File: config.mk
export PLATFORM = sky130hd
export DESIGN_NAME = nsc_line_tracker
export DESIGN_NICKNAME = d
export VERILOG_FILES = /design/src/rtl/nsc_pkg.sv /design/src/rtl/nsc_line_tracker.sv
export SDC_FILE = /design/constraint.sdc
export NUM_CORES = 1
export LEC_CHECK = 0
export ABC_AREA = 1
export BUFFER_PORTS_ARGS = -buffer_cell sky130_fd_sc_hd__buf_2
export CAP_MARGIN = 20
export CORE_UTILIZATION = 46
export CTS_BUF_LIST = sky130_fd_sc_hd__clkbuf_4 sky130_fd_sc_hd__clkbuf_8 sky130_fd_sc_hd__clkbuf_16
export DETAILED_ROUTE_END_ITERATION = 7
export GPL_TIMING_DRIVEN = 0
export PLACE_DENSITY = 0.71
export SLEW_MARGIN = 15
export SYNTH_ARGS = -nofsm -noshare
export SYNTH_HDL_FRONTEND = slang
export SYNTH_SLANG_ARGS = --single-unit
export TNS_END_PERCENT = 50
File: constraint.sdc
create_clock -name i_clk -period 2.2 [get_ports i_clk]
set_input_delay 0.11 -clock i_clk [delete_from_list [all_inputs] [get_ports i_clk]]
set_output_delay 0.11 -clock i_clk [all_outputs]
set_load 0.1 [all_outputs]
File: src/rtl/nsc_pkg.sv
// Shared types and constants of the NMEA sentence checker.
`default_nettype none

package nsc_pkg;

    // Characters the checker looks for
    localparam logic [7:0] CHAR_DOLLAR = 8'h24;
    localparam logic [7:0] CHAR_STAR   = 8'h2A;
    localparam logic [7:0] CHAR_LF     = 8'h0A;
    localparam logic [7:0] CHAR_CR     = 8'h0D;

    // Shortest line that can hold a valid sentence
    localparam int MIN_LINE_LEN = 7;

    // Widths of the stream payloads
    localparam int IN_DATA_W  = 8;
    localparam int LINE_LEN_W = 10;
    localparam int OUT_DATA_W = 24;

    // Running per-line state apart from the character count
    typedef struct packed {
        logic [7:0] running_xor;
        logic [7:0] xor_at_last_star;
        logic       star_seen;
        logic [1:0] chars_after_star;
        logic [7:0] given_high_char;
        logic [7:0] given_low_char;
        logic       first_is_dollar;
        logic       held_carriage_return;
    } t_line_state;

    // Verdict for one closed line
    typedef struct packed {
        logic                  starts_with_dollar;
        logic                  has_star;
        logic [LINE_LEN_W-1:0] line_length;
        logic [7:0]            computed_checksum;
        logic                  sentence_valid;
    } t_verdict;

endpackage

`default_nettype wire

File: src/rtl/nsc_line_tracker.sv
// Per-line state registers, updated once for every received byte.
`default_nettype none

module nsc_line_tracker #(
    parameter int MAX_LINE_COUNT = 1023,
    parameter int CNT_W          = 10
) (
    input  wire logic               i_clk,
    input  wire logic               i_rst_n,
    input  wire logic               i_en,
    input  wire logic [7:0]         i_byte,
    output nsc_pkg::t_line_state    o_state,
    output logic      [CNT_W-1:0]   o_count,
    output logic                    o_emit
);

    typedef struct packed {
        nsc_pkg::t_line_state s;
        logic [CNT_W-1:0]     cnt;
    } t_track;

    t_track r_track;
    t_track n_track;

    // Fold one data character into the line state
    function automatic t_track take_char(input t_track f, input logic [7:0] c);
        t_track r;
        r = f;
        if (f.cnt == '0) begin
            r.s.first_is_dollar = (c == nsc_pkg::CHAR_DOLLAR);
        end
        if (c == nsc_pkg::CHAR_STAR) begin
            r.s.star_seen        = 1'b1;
            r.s.xor_at_last_star = f.s.running_xor;
            r.s.chars_after_star = 2'd0;
        end else if (f.s.star_seen && (f.s.chars_after_star < 2'd2)) begin
            if (f.s.chars_after_star == 2'd0) begin
                r.s.given_high_char = c;
            end else begin
                r.s.given_low_char = c;
            end
            r.s.chars_after_star = f.s.chars_after_star + 2'd1;
        end
        if (f.cnt != '0) begin
            r.s.running_xor = f.s.running_xor ^ c;
        end
        if (f.cnt < CNT_W'(MAX_LINE_COUNT)) begin
            r.cnt = f.cnt + CNT_W'(1);
        end
        return r;
    endfunction

    // Next state: clear at line feed, else release any held CR and take the byte
    always_comb begin
        n_track = r_track;
        if (i_en) begin
            if (i_byte == nsc_pkg::CHAR_LF) begin
                n_track = '0;
            end else begin
                if (r_track.s.held_carriage_return) begin
                    n_track = take_char(n_track, nsc_pkg::CHAR_CR);
                    n_track.s.held_carriage_return = 1'b0;
                end
                if (i_byte == nsc_pkg::CHAR_CR) begin
                    n_track.s.held_carriage_return = 1'b1;
                end else begin
                    n_track = take_char(n_track, i_byte);
                end
            end
        end
    end

    always_ff @(posedge i_clk) begin
        if (!i_rst_n) begin
            r_track <= '0;
        end else begin
            r_track <= n_track;
        end
    end

    // A line feed closing a non-empty line yields a verdict
    assign o_emit  = i_en && (i_byte == nsc_pkg::CHAR_LF) && (r_track.cnt != '0);
    assign o_state = r_track.s;
    assign o_count = r_track.cnt;

endmodule

`default_nettype wire

==> results of run 1 <==
## cells by family after synthesis
kind of cell	Yosys count	synth area share
buf+inv	80	0.0973
compound gates	74	0.132
xor+xnor	5	0.0137
fa+ha+maj	6	0.0234
flops	47	0.294
simple gates	289	0.440
## sequential cells by signal, indices dropped and copies added, names as in the netlist
| signal | cells |
|---|---|
| o_count | 10 |
| o_state | 37 |
## how the worst min path moves through the flow
stage                     slack (ps)       from     endpoint
final                             90  i_byte[4]  o_state[33]
after global routing             120  i_byte[7]  o_state[36]
after CTS                         90  i_byte[6]  o_state[35]
after detailed placement         420  i_byte[4]  o_state[33]
after global placement           410  i_byte[7]  o_state[36]
after floorplan                  270  i_byte[7]  o_state[36]
## metal layers
metal	GRT usage	up-vias	part of all wire
met3	0.0370	6	0.052
met1	0.364	1674	0.49
met5	0	-	0
met2	0.400	104	0.45
li1	-	1809	-
met4	0.0530	0	0.0061
## worst max-delay path: stages (launching register included)
cell	delay, ps
dfxtp_4	400
ha_4	160
nand3_4	70
nor2_4	100
nand2_4	90
buf_4	150
nand3b_1	90
nand2_2	80
buf_4	140
nor2_1	130
nand3_1	150
nor2_2	140
nand3_2	80
nand2_1	70
clkinv_1	60
nand2_1	90
a21oi_2	50
## final cells by class
type                            count  area (um2)  area share
Sequential cell                    47         988       0.239
Tap cell                           80         100      0.0242
Clock inverter                      3        22.5     0.00545
Buffer                             14        67.6      0.0164
Inverter                           65         246      0.0597
Timing Repair Buffer               80         460       0.111
Multi-Input combinational cell    375        2180       0.527
Clock buffer                        5        68.8      0.0167
## power by group through the flow
stage	logic [mW]	registers, mW	clock network, mW
floorplan	0.266	1.10	0
global placement	0.552	0.923	0
detailed placement	0.554	0.924	0
CTS	0.582	0.903	0.564
global route	0.673	0.907	0.588
finish	0.625	0.903	0.551
## timing repair
item | in CTS | in global routing
resized for setup | 4 | 33
buffers inserted | 11 | 12
pin swaps | 9 | 9
setup endpoints to repair | 28 | 35
cloned | 0 | 1
## metrics by stage
| stage | utilization | instance area [um2] | hold WS, ps | worst slack (ps) |
|---|---|---|---|---|
| finish | 0.611 | 4130 | 90.5 | -3.62 |
| global route | 0.611 | 4130 | 119 | -183 |
| CTS | 0.579 | 3910 | 91.0 | 8.22 |
| detailed placement | 0.550 | 3720 | 422 | -122 |
| global placement | 0.550 | 3720 | 407 | -100 |
| floorplan | - | 3330 | 270 | -139 |
## layout by cell type (no fill, tap or decap), drive strengths merged, types with 6 or more instances in the layout
cell type	n
o21ai	14
inv	63
nand2	164
nor2	47
a21oi	42
nand3	55
dfxtp	47
ha	6
buf	84
clkbuf	15
o22ai	6
nand4	14
==> results.cfg, run 1 <==
[status]
status = finished, violations left
violations = negative setup slack

[worst_setup_path]
worst_setup_path_end_kind = register
arrival_ps = 2380
worstPathMaxFanout = 6
reg2reg_setup_slack_ps = -4
critical_path.startpoint = o_count[0]
regToRegStartpoint = o_count[0]
required_ps = 2370
critPathLaunchType = register
crit_path_end = o_count[5]
reg2reg_depth = 16
r2r-end = o_count[5]
crit_type = reg2reg

[floorplanning]
die_w_um = 85.4
die-area_um2 = 7300
start_util = 0.474
core_um2 = 6760
die_h_um = 85.4
io_pins = 59
rows = 30

[timing]
worst_pin_slew_ps = 1100
finalSetupViolations = 1
setup_tns_ps = -3.62
rsz0062_at_grt = yes
fmax_mhz = 454
finClkSkew_ps = 10.9
drv_slew = 0
fin_crit_ps = 2200
hold_violations = 0
fin_ws_ps = -3.62
max-slew-margin-rel = 0.259
period_share = 1.00

[cells_and_area]
nNetsFinal = 605
fillers = 648
layout-drive-gt1-share = 0.331
syn_to_final_growth_pct = 29.0
fin_cells = 669
num_antenna_cells = 0

[clock_tree]
cts_max_level = 2
root_buffer = clkbuf_8
cts_tree = yes
cts_max_path_buffers = 2
cts_buffers = 5
postCtsHoldBufs = 0
cts_num_sinks = 47
clkTransAtPathRegs_ps = 100
clock_latency_ps = 310

[synth]
synth.most_common_cell = nand2_1
synthDistinctLibCells = 38
synth_area_um2 = 3200
synth_ff_type = dfxtp_1
syn-num-nets = 518
async_flop_share = 0
synth_commonest_cells = 147 x nand2_1, 55 x inv_1, 47 x dfxtp_1
ys_top_cells_by_area = dfxtp_1 29%, nand2_1 17%, nand3_1 7.2%
synth_top_cell_by_area = dfxtp_1
avgSynthCellArea_um2 = 6.39
synth_edf_count = 0
yosysWarnings = 0
synth_seq_area_share = 0.294
syn_inst = 501
ys_ff_latch = 47
synth_top_area_share = 0.294

[power_and_ir_drop]
finalPower_mw = 2.08
leakage_nw = 1.79
power.switching_mw = 0.811
switching_share = 0.390
ir_worst_vdd_uv = 359
power_frac_comb = 0.301
clkPwrFrac = 0.265
p_int_mw = 1.27
p_seq_frac = 0.434
power_density_nw_per_um2 = 503

[global_route]
overflow = 0
grt_pass1_wl_um = 14800
grt_pass1_vias = 3087
track_usage = 0.253
grt_max_degree = 17
antenna_found_initial = 0

[drt]
post_drt_via_cell_ratio = 5.37
ant_nets = 0
via_count = 3593
drc = 0
wl_per_cell_um = 14.3
wirelength_um = 9560
drt_iter0_markers = 199
dr.pass1.iters = 5

[min_path]
min_path_type = in2reg
hold_path_depth = 3

[job]
maxCapViolCount = 0

[placement]
dp_hpwl_um = 6830
port_buffers = 57
gp_congestion = 0.937
dp.cells = 638
Note: power is estimated with default switching activity, not from simulation.
==> inputs of run 2 (changes only) <==
Settings changed: BUFFER_PORTS_ARGS -buffer_cell sky130_fd_sc_hd__buf_2 to default, DONT_BUFFER_PORTS from default to 1, PLACE_DENSITY 0.71 to 0.63, TNS_END_PERCENT 50 to 5.
==> run 2 against run 1 <==
The run still ends with negative setup slack left. Global-route usage up 3.4 points. Power down 0.20%. Combinational power down 28%. Clock skew down 2.6 ps. Cell area down 5.1%. Die area unchanged. Utilization down 3.1 points. Worst hold slack worse by 72 ps. First-iteration DRC count up 12%. Critical path type unchanged. Largest power group unchanged.
==> results.cfg, run 2 (synthesis gave the netlist of run 1 again) <==
[global_route]
grt_pass1_vias = 3336
track_usage = 0.287
grt_max_degree = 16
grt_pass1_wl_um = 16400
overflow = 0
antenna_found_initial = 0

[cells_and_area]
ff_latch_area_um2 = 993
layout-drive-gt1-share = 0.252
num_antenna_cells = 0
fin_area_um2 = 3920
fillers = 679
largest_reg_flops = 37
fin_cells = 616
final_util = 0.580
mostFrequentLayoutCell = nand2_1
multiInputGateArea_um2 = 2180
layout_common_cells = 136 x nand2_1, 50 x inv_1, 40 x nand3_1
syn_to_final_growth_pct = 22.4
nNetsFinal = 552

[clock_tree]
cts_num_sinks = 47
clkTransAtPathRegs_ps = 90
cts_max_path_buffers = 2
cts_buffers = 5
cts_tree = yes
root_buffer = clkbuf_8
clock_latency_ps = 310
cts_max_level = 2

[worst_setup_path]
required_ps = 2410
crit_type = reg2reg
worstPathMaxFanout = 8
critPathLaunchType = register
worst_setup_path_end_kind = register
arrival_ps = 2720

[timing]
period_share = 1.14
max-slew-margin-rel = 0.241
finalSetupViolations = 35
rsz0062_at_grt = yes
fin_hold_ws_ps = 18.0
fin_crit_ps = 2520
setup_tns_ps = -7270
worst_pin_slew_ps = 1140
hold_violations = 0
fin_ws_ps = -317
finClkSkew_ps = 8.35
drv_slew = 0
fmax_mhz = 397

[drt]
drc = 0
post_drt_via_cell_ratio = 5.73
wl_per_cell_um = 16.5
ant_nets = 0
wirelength_um = 10200
via_count = 3527
dr.pass1.iters = 5
drt_iter0_markers = 222

[floorplanning]
die_h_um = 85.4
io_pins = 59
core_um2 = 6760
rows = 30
die-area_um2 = 7300
start_util = 0.474
die_w_um = 85.4

[power_and_ir_drop]
p_seq_frac = 0.528
ir_worst_vdd_uv = 310
switching_share = 0.391
power_frac_comb = 0.215
power.switching_mw = 0.811
clkPwrFrac = 0.257
leakage_nw = 1.54
p_int_mw = 1.26
power_density_nw_per_um2 = 529
finalPower_mw = 2.08

[job]
maxCapViolCount = 0

[placement]
place_area_um2 = 3400
dp_hpwl_um = 7130
gp_congestion = 0.882
port_buffers = 0
dp_slack_ps = -564
dp.cells = 581

[status]
status = finished, violations left
violations = negative setup slack

[min_path]
min_path_type = in2reg
==> run 2: changes by cell type in the layout (fill, tap and decap cells not counted), sizes merged <==
cell,change
dlygate4sd3,+6
inv,-1
clkinv,+1
clkbuf,-1
buf,-58
==> run 2: layer usage <==
metal  vias up  routed length, um  GRT usage
met2       140               5030      0.500
met1      1651               4090      0.331
met4         0                353      0.141
met3        29                673     0.0642
met5         -                  0          0
li1       1707                  -          -
==> run 2: power groups by stage <==
stage          clock network (mW)  logic, mW  registers, mW
6_report                    0.532      0.447           1.10
5_1_grt                     0.583      0.489           1.10
4_1_cts                     0.553      0.420           1.09
3_5_place_dp                    0      0.335           1.11
3_3_place_gp                    0      0.327           1.11
2_1_floorplan                   0      0.264           1.10
==> run 2: path summary, 6_finish.rpt <==
kind	startpoint	end	slack, ps	depth (start not counted)
worst min-delay path	i_byte[2]	o_state[12]	20	2
worst max register to register	o_count[1]	o_state[35]	-320	18
worst min register to register	o_state[20]	o_state[20]	670	2
worst max-delay path	o_count[1]	o_state[35]	-320	18
==> run 2: critical path, cell delays in order, from the launching register on <==
cell and delay [ps]:
dfxtp_4 610, ha_4 220, nand3_4 80, nor2_4 140, nand2_4 90, buf_4 140
nand3b_1 150, nand2_4 90, ha_4 160, inv_2 40, nor2_2 30, nand3_2 110
nor2_4 50, nand2_4 70, nand2_4 80, nand2_4 110, nand3_1 80, nand2_1 110
nor2_1 40
==> run 2: area by class of cell <==
type | count | area share
repair buffers | 26 | 0.0578
well taps | 80 | 0.0255
clock buffers | 5 | 0.0176
inverters | 65 | 0.0661
multi-input cells | 375 | 0.556
flip-flops and latches | 47 | 0.253
plain buffers | 15 | 0.0192
clock inverters | 3 | 0.00479
==> run 2: what timing repair did <==
| item | 4_1_cts | 5_1_grt |
|---|---|---|
| resized for setup | 41 | 14 |
| gates cloned | 1 | 0 |
| endpoints found under the setup margin | 37 | 37 |
| hold endpoints to repair | 6 | 1 |
| pin swaps | 18 | 8 |
| buffers inserted | 18 | 3 |
| hold buffers | 5 | 1 |
